==> src/rtl/pfsr_pkg.sv <==
// ----------------------------------------------------------------------------
// pfsr_pkg
// Shared types, widths and codes of the packet field sequence rewriter.
// ----------------------------------------------------------------------------
package pfsr_pkg;

  localparam int MAX_FIELDS   = 16;
  localparam int PACKET_BYTES = 2048;

  localparam int CNT_W = $clog2(MAX_FIELDS + 1);
  localparam int IDX_W = (MAX_FIELDS > 1) ? $clog2(MAX_FIELDS) : 1;
  localparam int POS_W = $clog2(PACKET_BYTES + 1);
  localparam int OFF_W = $clog2(PACKET_BYTES);

  localparam int IN_TDATA_W  = 88;
  localparam int OUT_TDATA_W = 16;

  localparam logic [1:0] CMD_ADD    = 2'd0;
  localparam logic [1:0] CMD_CLEAR  = 2'd1;
  localparam logic [1:0] CMD_DATA   = 2'd2;
  localparam logic [1:0] CMD_UNUSED = 2'd3;

  localparam logic [2:0] ST_OK     = 3'd0;
  localparam logic [2:0] ST_FULL   = 3'd1;
  localparam logic [2:0] ST_SIZE   = 3'd2;
  localparam logic [2:0] ST_OFFSET = 3'd3;
  localparam logic [2:0] ST_MINMAX = 3'd4;

  localparam logic KIND_STATUS = 1'b0;
  localparam logic KIND_DATA   = 1'b1;

  typedef struct packed {
    logic [1:0]  cmd;
    logic [11:0] field_offset;
    logic [2:0]  field_size;
    logic [31:0] field_min;
    logic [31:0] field_max;
    logic [7:0]  data_byte;
    logic        last_byte;
  } item_t;

  typedef struct packed {
    logic       result_kind;
    logic [2:0] status;
    logic [7:0] out_byte;
    logic       out_last;
  } result_t;

endpackage

==> src/rtl/pfsr_table.sv <==
// ----------------------------------------------------------------------------
// pfsr_table
// Field table with add and clear handling, byte rewrite and counter advance.
// ----------------------------------------------------------------------------
module pfsr_table import pfsr_pkg::*; (
  input  logic    clk_i,
  input  logic    rst_ni,
  input  logic    fire_i,
  input  item_t   item_i,
  output result_t result_o
);

  logic [OFF_W-1:0] entry_offset_q  [MAX_FIELDS];
  logic [2:0]       entry_size_q    [MAX_FIELDS];
  logic [31:0]      entry_min_q     [MAX_FIELDS];
  logic [31:0]      entry_range_q   [MAX_FIELDS];
  logic [31:0]      entry_counter_q [MAX_FIELDS];
  logic [CNT_W-1:0] entry_count_q, entry_count_d;
  logic [POS_W-1:0] byte_position_q, byte_position_d;

  logic        size_ok;
  logic [31:0] cap, lo_c, hi_c, range_raw, range_w;
  logic [12:0] off_end;
  logic [2:0]  add_status;
  logic        do_add, do_clear, do_data, do_advance;

  logic [MAX_FIELDS-1:0] hit;
  logic [POS_W-1:0]      diff [MAX_FIELDS];
  logic                  any_hit;
  logic [1:0]            sel_diff;
  logic [2:0]            sel_size;
  logic [31:0]           sel_min, sel_counter, value;
  logic [1:0]            byte_idx;
  logic [7:0]            new_byte;

  always_comb begin
    size_ok = 1'b1;
    cap     = 32'hffff_ffff;
    case (item_i.field_size)
      3'd1:    cap = 32'h0000_00ff;
      3'd2:    cap = 32'h0000_ffff;
      3'd4:    cap = 32'hffff_ffff;
      default: size_ok = 1'b0;
    endcase
    lo_c      = (item_i.field_min > cap) ? cap : item_i.field_min;
    hi_c      = (item_i.field_max > cap) ? cap : item_i.field_max;
    off_end   = {1'b0, item_i.field_offset} + {10'd0, item_i.field_size};
    range_raw = hi_c - lo_c + 32'd1;
    range_w   = (range_raw == 32'd0) ? 32'hffff_ffff : range_raw;

    if (entry_count_q >= CNT_W'(MAX_FIELDS)) begin
      add_status = ST_FULL;
    end else if (!size_ok) begin
      add_status = ST_SIZE;
    end else if (off_end > 13'(PACKET_BYTES)) begin
      add_status = ST_OFFSET;
    end else if (lo_c > hi_c) begin
      add_status = ST_MINMAX;
    end else begin
      add_status = ST_OK;
    end
  end

  assign do_add     = fire_i && (item_i.cmd == CMD_ADD) && (add_status == ST_OK);
  assign do_clear   = fire_i && (item_i.cmd == CMD_CLEAR);
  assign do_data    = fire_i && (item_i.cmd == CMD_DATA);
  assign do_advance = do_data && item_i.last_byte;

  always_comb begin
    any_hit     = 1'b0;
    sel_diff    = 2'd0;
    sel_size    = 3'd0;
    sel_min     = 32'd0;
    sel_counter = 32'd0;
    for (int k = 0; k < MAX_FIELDS; k++) begin
      diff[k] = byte_position_q - POS_W'(entry_offset_q[k]);
      hit[k]  = (CNT_W'(k) < entry_count_q)
             && (byte_position_q >= POS_W'(entry_offset_q[k]))
             && (diff[k] < POS_W'(entry_size_q[k]));
      if (hit[k]) begin
        any_hit     = 1'b1;
        sel_diff    = diff[k][1:0];
        sel_size    = entry_size_q[k];
        sel_min     = entry_min_q[k];
        sel_counter = entry_counter_q[k];
      end
    end
    value    = sel_min + sel_counter;
    byte_idx = sel_size[1:0] - 2'd1 - sel_diff;
    case (byte_idx)
      2'd0:    new_byte = value[7:0];
      2'd1:    new_byte = value[15:8];
      2'd2:    new_byte = value[23:16];
      2'd3:    new_byte = value[31:24];
      default: new_byte = value[7:0];
    endcase
  end

  always_comb begin
    result_o = '0;
    case (item_i.cmd)
      CMD_ADD: begin
        result_o.result_kind = KIND_STATUS;
        result_o.status      = add_status;
      end
      CMD_CLEAR: begin
        result_o.result_kind = KIND_STATUS;
        result_o.status      = ST_OK;
      end
      CMD_DATA: begin
        result_o.result_kind = KIND_DATA;
        result_o.out_byte    = any_hit ? new_byte : item_i.data_byte;
        result_o.out_last    = item_i.last_byte;
      end
      default: result_o = '0;
    endcase
  end

  always_comb begin
    entry_count_d   = entry_count_q;
    byte_position_d = byte_position_q;
    if (do_clear) begin
      entry_count_d = '0;
    end else if (do_add) begin
      entry_count_d = entry_count_q + CNT_W'(1);
    end
    if (do_data) begin
      if (item_i.last_byte) begin
        byte_position_d = '0;
      end else if (byte_position_q < POS_W'(PACKET_BYTES)) begin
        byte_position_d = byte_position_q + POS_W'(1);
      end
    end
  end

  always_ff @(posedge clk_i or negedge rst_ni) begin
    if (!rst_ni) begin
      entry_count_q   <= '0;
      byte_position_q <= '0;
    end else begin
      entry_count_q   <= entry_count_d;
      byte_position_q <= byte_position_d;
    end
  end

  always_ff @(posedge clk_i) begin
    if (do_add) begin
      entry_offset_q[entry_count_q[IDX_W-1:0]] <= item_i.field_offset[OFF_W-1:0];
      entry_size_q[entry_count_q[IDX_W-1:0]]   <= item_i.field_size;
      entry_min_q[entry_count_q[IDX_W-1:0]]    <= lo_c;
      entry_range_q[entry_count_q[IDX_W-1:0]]  <= range_w;
    end
  end

  always_ff @(posedge clk_i or negedge rst_ni) begin
    if (!rst_ni) begin
      for (int k = 0; k < MAX_FIELDS; k++) begin
        entry_counter_q[k] <= '0;
      end
    end else begin
      for (int k = 0; k < MAX_FIELDS; k++) begin
        if (do_add && (entry_count_q[IDX_W-1:0] == IDX_W'(k))) begin
          entry_counter_q[k] <= '0;
        end else if (do_advance && (CNT_W'(k) < entry_count_q)) begin
          if ((entry_counter_q[k] + 32'd1) >= entry_range_q[k]) begin
            entry_counter_q[k] <= '0;
          end else begin
            entry_counter_q[k] <= entry_counter_q[k] + 32'd1;
          end
        end
      end
    end
  end

endmodule

==> src/rtl/packet_field_sequence_rewriter.sv <==
// ----------------------------------------------------------------------------
// packet_field_sequence_rewriter
// Rewrites counter fields of streamed packet bytes from a table of fields.
// ----------------------------------------------------------------------------
// The slave channel carries commands: tuser selects add field, clear table or
// packet byte, tdata carries the field description or the byte, and tlast
// marks the final byte of a packet. Every add, clear and data transfer gives
// exactly one transfer on the master channel: tuser tells a command status
// from a rewritten byte, and tlast copies the packet end. A command code of
// three is taken and dropped without a result.
// An item passes an input register and a result register, which offers its
// result to the master channel and holds it until taken. One item is taken
// every cycle while the receiver keeps up; the compare of the byte position
// against all fields in parallel and the one 32-bit add of the winning field
// set the path between the two registers.
// Reset empties the table and sets the byte position to the start of a
// packet. When the receiver stalls, the result register holds its transfer,
// the input register fills, and tready falls until the result is taken.
// ----------------------------------------------------------------------------
module packet_field_sequence_rewriter import pfsr_pkg::*; (
  input  logic                   clk_i,
  input  logic                   rst_ni,
  input  logic                   s_axis_tvalid_i,
  output logic                   s_axis_tready_o,
  // field_offset[11:0], field_size[14:12], field_min[46:15],
  // field_max[78:47], data_byte[86:79], zero pad [87]
  input  logic [IN_TDATA_W-1:0]  s_axis_tdata_i,
  input  logic                   s_axis_tlast_i,  // last_byte
  input  logic [1:0]             s_axis_tuser_i,  // cmd
  output logic                   m_axis_tvalid_o,
  input  logic                   m_axis_tready_i,
  // status[2:0], out_byte[10:3], zero pad [15:11]
  output logic [OUT_TDATA_W-1:0] m_axis_tdata_o,
  output logic                   m_axis_tlast_o,  // out_last
  output logic                   m_axis_tuser_o   // result_kind
);

  logic    in_valid_q, in_valid_d;
  item_t   in_item_q;
  item_t   in_item;
  logic    out_valid_q, out_valid_d;
  result_t out_q;
  result_t result;
  logic    advance, in_take;

  assign advance         = in_valid_q && (!out_valid_q || m_axis_tready_i);
  assign s_axis_tready_o = !in_valid_q || advance;
  assign in_take         = s_axis_tvalid_i && s_axis_tready_o;

  always_comb begin
    in_item.cmd          = s_axis_tuser_i;
    in_item.field_offset = s_axis_tdata_i[11:0];
    in_item.field_size   = s_axis_tdata_i[14:12];
    in_item.field_min    = s_axis_tdata_i[46:15];
    in_item.field_max    = s_axis_tdata_i[78:47];
    in_item.data_byte    = s_axis_tdata_i[86:79];
    in_item.last_byte    = s_axis_tlast_i;
  end

  always_comb begin
    in_valid_d = in_valid_q;
    if (in_take) begin
      in_valid_d = (s_axis_tuser_i != CMD_UNUSED);
    end else if (advance) begin
      in_valid_d = 1'b0;
    end
    out_valid_d = out_valid_q;
    if (advance) begin
      out_valid_d = 1'b1;
    end else if (m_axis_tready_i) begin
      out_valid_d = 1'b0;
    end
  end

  always_ff @(posedge clk_i or negedge rst_ni) begin
    if (!rst_ni) begin
      in_valid_q  <= 1'b0;
      out_valid_q <= 1'b0;
    end else begin
      in_valid_q  <= in_valid_d;
      out_valid_q <= out_valid_d;
    end
  end

  always_ff @(posedge clk_i) begin
    if (in_take) begin
      in_item_q <= in_item;
    end
    if (advance) begin
      out_q <= result;
    end
  end

  pfsr_table u_table (
    .clk_i    (clk_i),
    .rst_ni   (rst_ni),
    .fire_i   (advance),
    .item_i   (in_item_q),
    .result_o (result)
  );

  assign m_axis_tvalid_o = out_valid_q;
  assign m_axis_tdata_o  = {5'd0, out_q.out_byte, out_q.status};
  assign m_axis_tlast_o  = out_q.out_last;
  assign m_axis_tuser_o  = out_q.result_kind;

endmodule
==> config.mk <==
export PLATFORM = sky130hd
export DESIGN_NAME = packet_field_sequence_rewriter
export DESIGN_NICKNAME = d
export VERILOG_FILES = /design/src/rtl/pfsr_pkg.sv /design/src/rtl/pfsr_table.sv /design/src/rtl/packet_field_sequence_rewriter.sv
export SDC_FILE = /design/constraint.sdc
export NUM_CORES = 2
export LEC_CHECK = 0
export ABC_AREA = 1
export BUFFER_PORTS_ARGS = -buffer_cell sky130_fd_sc_hd__clkbuf_2
export CORE_MARGIN = 1.5
export CORE_UTILIZATION = 35
export DETAILED_ROUTE_END_ITERATION = 7
export PLACE_DENSITY_LB_ADDON = 0.12
export SKIP_CTS_REPAIR_TIMING = 1
export SYNTH_ARGS = -nofsm -noshare
export SYNTH_HDL_FRONTEND = slang
export SYNTH_SLANG_ARGS = --single-unit
==> constraint.sdc <==
create_clock -name clk_i -period 25.6 [get_ports clk_i]
set_clock_uncertainty 0.1 [all_clocks]
set_input_delay 1.28 -clock clk_i [delete_from_list [all_inputs] [get_ports clk_i]]
set_output_delay 1.28 -clock clk_i [all_outputs]
set_load 0.1 [all_outputs]
==> reports/results.txt <==
status -> finished, final reports clean
Die Ht -> 569 microns
Setup WS pre-CTS -> 14.46 ns
CP max stage delay -> 1.08 ns
Final Cell Area -> 126000 sq um
EDFF count, synth -> 1351
WL final -> 409000 microns
average size of a mapped cell -> 9.06 sq um
R2R cell count -> 30
max-slew violation count -> 0
DP Area -> 118000 sq um
RR Endpoint -> u_table.entry_min_q[1][27]$_DFFE_PP_
Mapped Cells -> 12.4k
Die X -> 569 microns
Wirelength per Cell -> 24.1 microns
total CTS buffers -> 225
final total power -> 10.1 mW
DRC Markers -> 0
Critical R2R Launch -> in_item_q[73]$_DFFE_PP_
Initial Util -> 35.2%
leading area contributor after synthesis -> edfxtp_1
IO Port Bufs -> 108
die area -> 324000 sq um
Hold WC Path Type -> input port to asynchronous set/reset pin
CP dominant cell by count -> nand2_1
first-pass GRT wire length -> 590000 microns
ys async rst share -> 28.2%
fmax -> 90.5 MHz
TNS Setup -> 0 ns
# clock sinks -> 1882
vias in the first global route -> 87.4k
CP arrival -> 11.48 ns
utilization after layout -> 39.5%
CTS tree -> built
via-per-instance ratio -> 5.30
IR Drop Worst-Case VDD -> 0.126 mV
Clock Latency Late Sink -> 0.94 ns
Root Driver -> clkbuf_16
CTS H-tree lvls -> 4
Ys Warns -> 0
routed via count -> 90.0k
final net count -> 13.6k
Mapped Area -> 112000 sq um
worst path required time -> 26.04 ns
I/O pin cnt -> 115
P&R area growth vs syn -> 12.0%
Hold Fails Final Rpt -> 0
Tot GR Track Use -> 24.7%
Row Count -> 207
DRT iter0 DRCs -> 8407
Synth top area share -> 36.2%
Slew HR -> 11.9%
synth unique cells -> 85
final setup fails -> 0
Clk pin slew, worst setup/hold paths -> 0.06 ns
unrepaired setup endpoints after global routing -> false
Final WS setup -> 14.56 ns
initial antenna violation count -> 41
hpwl dp -> 281000 microns
DRT Pass-1 Iters -> 7
total core area -> 318000 sq um
Lkg Pwr -> 57.8 nW
share of post-route cells with drive strength above 1 -> 6.71%
Max clock buf depth -> 4
reg2reg setup slack -> 14.56 ns
slowest CP cell -> edfxtp_1
min cycle time layout -> 11.04 ns
fill count -> 31.6k
grt total ovfl -> 0
Seq/Total Area, Yosys -> 48.0%
worst-path fanout max -> 50
dominant register cell in the synthesized netlist -> edfxtp_1
synthesis-stage register bit count -> 1882
largest net degree at the start of global routing -> 98
total power divided by cell area -> 80.7 nW/um^2
Max Cap Viol -> 0
final period utilization -> 43.1%
Detail Route Antenna Nets -> 0
Worst setup EP type -> register
ranking of synthesized cells by area -> edfxtp_1, dfrtp_1, ha_1, inv_1, nand2_1
worst-margin pin slew -> 1.32 ns
CP Class -> register to register
startpoint types -> register
global placement routability congestion -> 0.895
registers in the layout, summed over array words and instances, names as in the netlist, 5 cells and up:
signal / count
u_table.entry_counter_q: 512
u_table.entry_min_q: 512
u_table.entry_range_q: 512
u_table.entry_offset_q: 176
in_item_q: 90
u_table.entry_size_q: 48
u_table.byte_position_q: 12
m_axis_tdata_o: 11
u_table.entry_count_q: 5
layer usage:
layer | up-vias | GRT usage, % | wire, microns | part of all wire [%]
met4 | 0 | 8.22 | 13400 | 3.3
met2 | 2886 | 39.0 | 181000 | 44
met5 | - | 0 | 0 | 0
met3 | 510 | 3.31 | 26200 | 6.4
li1 | 42700 | - | - | -
met1 | 43900 | 34.9 | 187000 | 46
cell type report:
class	count	area, sq um	share of cell area, %
flip-flops and latches	1882	53900	42.9
multi-input cells	7768	48300	38.4
inverters	2407	9040	7.20
clock buffers	296	6080	4.84
well taps	4180	5230	4.16
repair buffers	291	1960	1.56
clock inverters	117	1070	0.850
diodes	44	110	0.0876
how the worst max path moves through the flow:
stage	slack (ns)	to	startpoint
floorplan	14.44	u_table.entry_counter_q[363]$_DFFE_PN0P_	in_item_q[74]$_DFFE_PP_
global placement	14.60	u_table.entry_min_q[5][17]$_DFFE_PP_	in_item_q[73]$_DFFE_PP_
detailed placement	14.46	u_table.entry_min_q[1][17]$_DFFE_PP_	in_item_q[73]$_DFFE_PP_
CTS	14.39	u_table.entry_min_q[1][6]$_DFFE_PP_	in_item_q[73]$_DFFE_PP_
global route	13.64	u_table.entry_min_q[1][17]$_DFFE_PP_	in_item_q[73]$_DFFE_PP_
finish	14.56	u_table.entry_min_q[1][27]$_DFFE_PP_	in_item_q[73]$_DFFE_PP_
power breakdown:
group	internal [mW]	leakage (nW)	switching [mW]	total [mW]
Clock	1.82	3.50	1.37	3.19
Combinational	0.775	36.6	2.28	3.05
Sequential	3.70	17.7	0.197	3.90
per-stage QoR:
step,hold slack [ns],cells
after CTS,0.328,16900
after global placement,0.417,16500
final,0.342,17000
after detailed placement,0.416,16500
after global routing,0.360,16900
after floorplan,0.382,12400
synthesized netlist by cell type, drive strengths merged (6+ instances only):
cell type and n:
nor3b 10, a41oi 7, o22ai 338, a21o 36, o31ai 18, a31oi 24, o21ai 816, a21boi 9
a21oi 730, o32ai 49, a2111oi 12, o2111ai 59, nand3b 12, a311oi 12, a22o 6, o21a 31
nor4 84, a22oi 41, fa 20, dfrtp 531, nand2 1973, o211ai 138, xnor2 39, a221oi 11
or4 6, a211oi 36, xor2 424, a31o 9, clkbuf 228, inv 2392, mux2i 34, nor3 197
or2 40, clkinv 15, buf 103, ha 916, nand4 224, edfxtp 1351, nor2 758, o21bai 19
o221ai 43, o311ai 34, nand3 515
logic make-up (layout without fill, tap and decap cells):
| kind of cell | after synthesis | in the layout | share of synthesized area, % |
|---|---|---|---|
| AND/OR/NAND/NOR | 3833 | 3833 | 14.9 |
| buffers and inverters | 2738 | 3111 | 9.31 |
| AO/OA/AOI/OAI | 2497 | 2497 | 13.3 |
| flip-flops | 1882 | 1882 | 48.0 |
| adder cells (fa/ha/maj) | 936 | 936 | 10.6 |
| XOR/XNOR | 463 | 463 | 3.62 |
| multiplexers | 34 | 34 | 0.303 |
| other | 1 | 49 | 0.00334 |
placed cells by master, fill, tap and decap left out, types with 41 or more instances in the layout:
cell type / count
a21oi_1: 718
a22oi_1: 41
buf_4: 180
clkbuf_1: 55
clkbuf_16: 227
clkbuf_2: 107
clkinv_1: 61
dfrtp_1: 529
diode_2: 44
edfxtp_1: 1351
ha_1: 916
inv_1: 2364
nand2_1: 1933
nand3_1: 504
nand4_1: 219
nor2_1: 722
nor3_1: 175
nor4_1: 79
o2111ai_1: 57
o211ai_1: 138
o21ai_0: 719
o21ai_1: 67
o221ai_1: 43
o22ai_1: 338
o32ai_1: 49
xor2_1: 424
critical path, delay by kind of cell (launching register included):
| family | cells | cell delay (ns) |
|---|---|---|
| buffers and inverters | 6 | 2.22 |
| AO/OA/AOI/OAI | 9 | 1.82 |
| AND/OR/NAND/NOR | 13 | 4.57 |
| adder cells (fa/ha/maj) | 2 | 0.60 |
| flip-flops | 1 | 1.08 |
No activity file was read; power rests on OpenSTA's default activity.
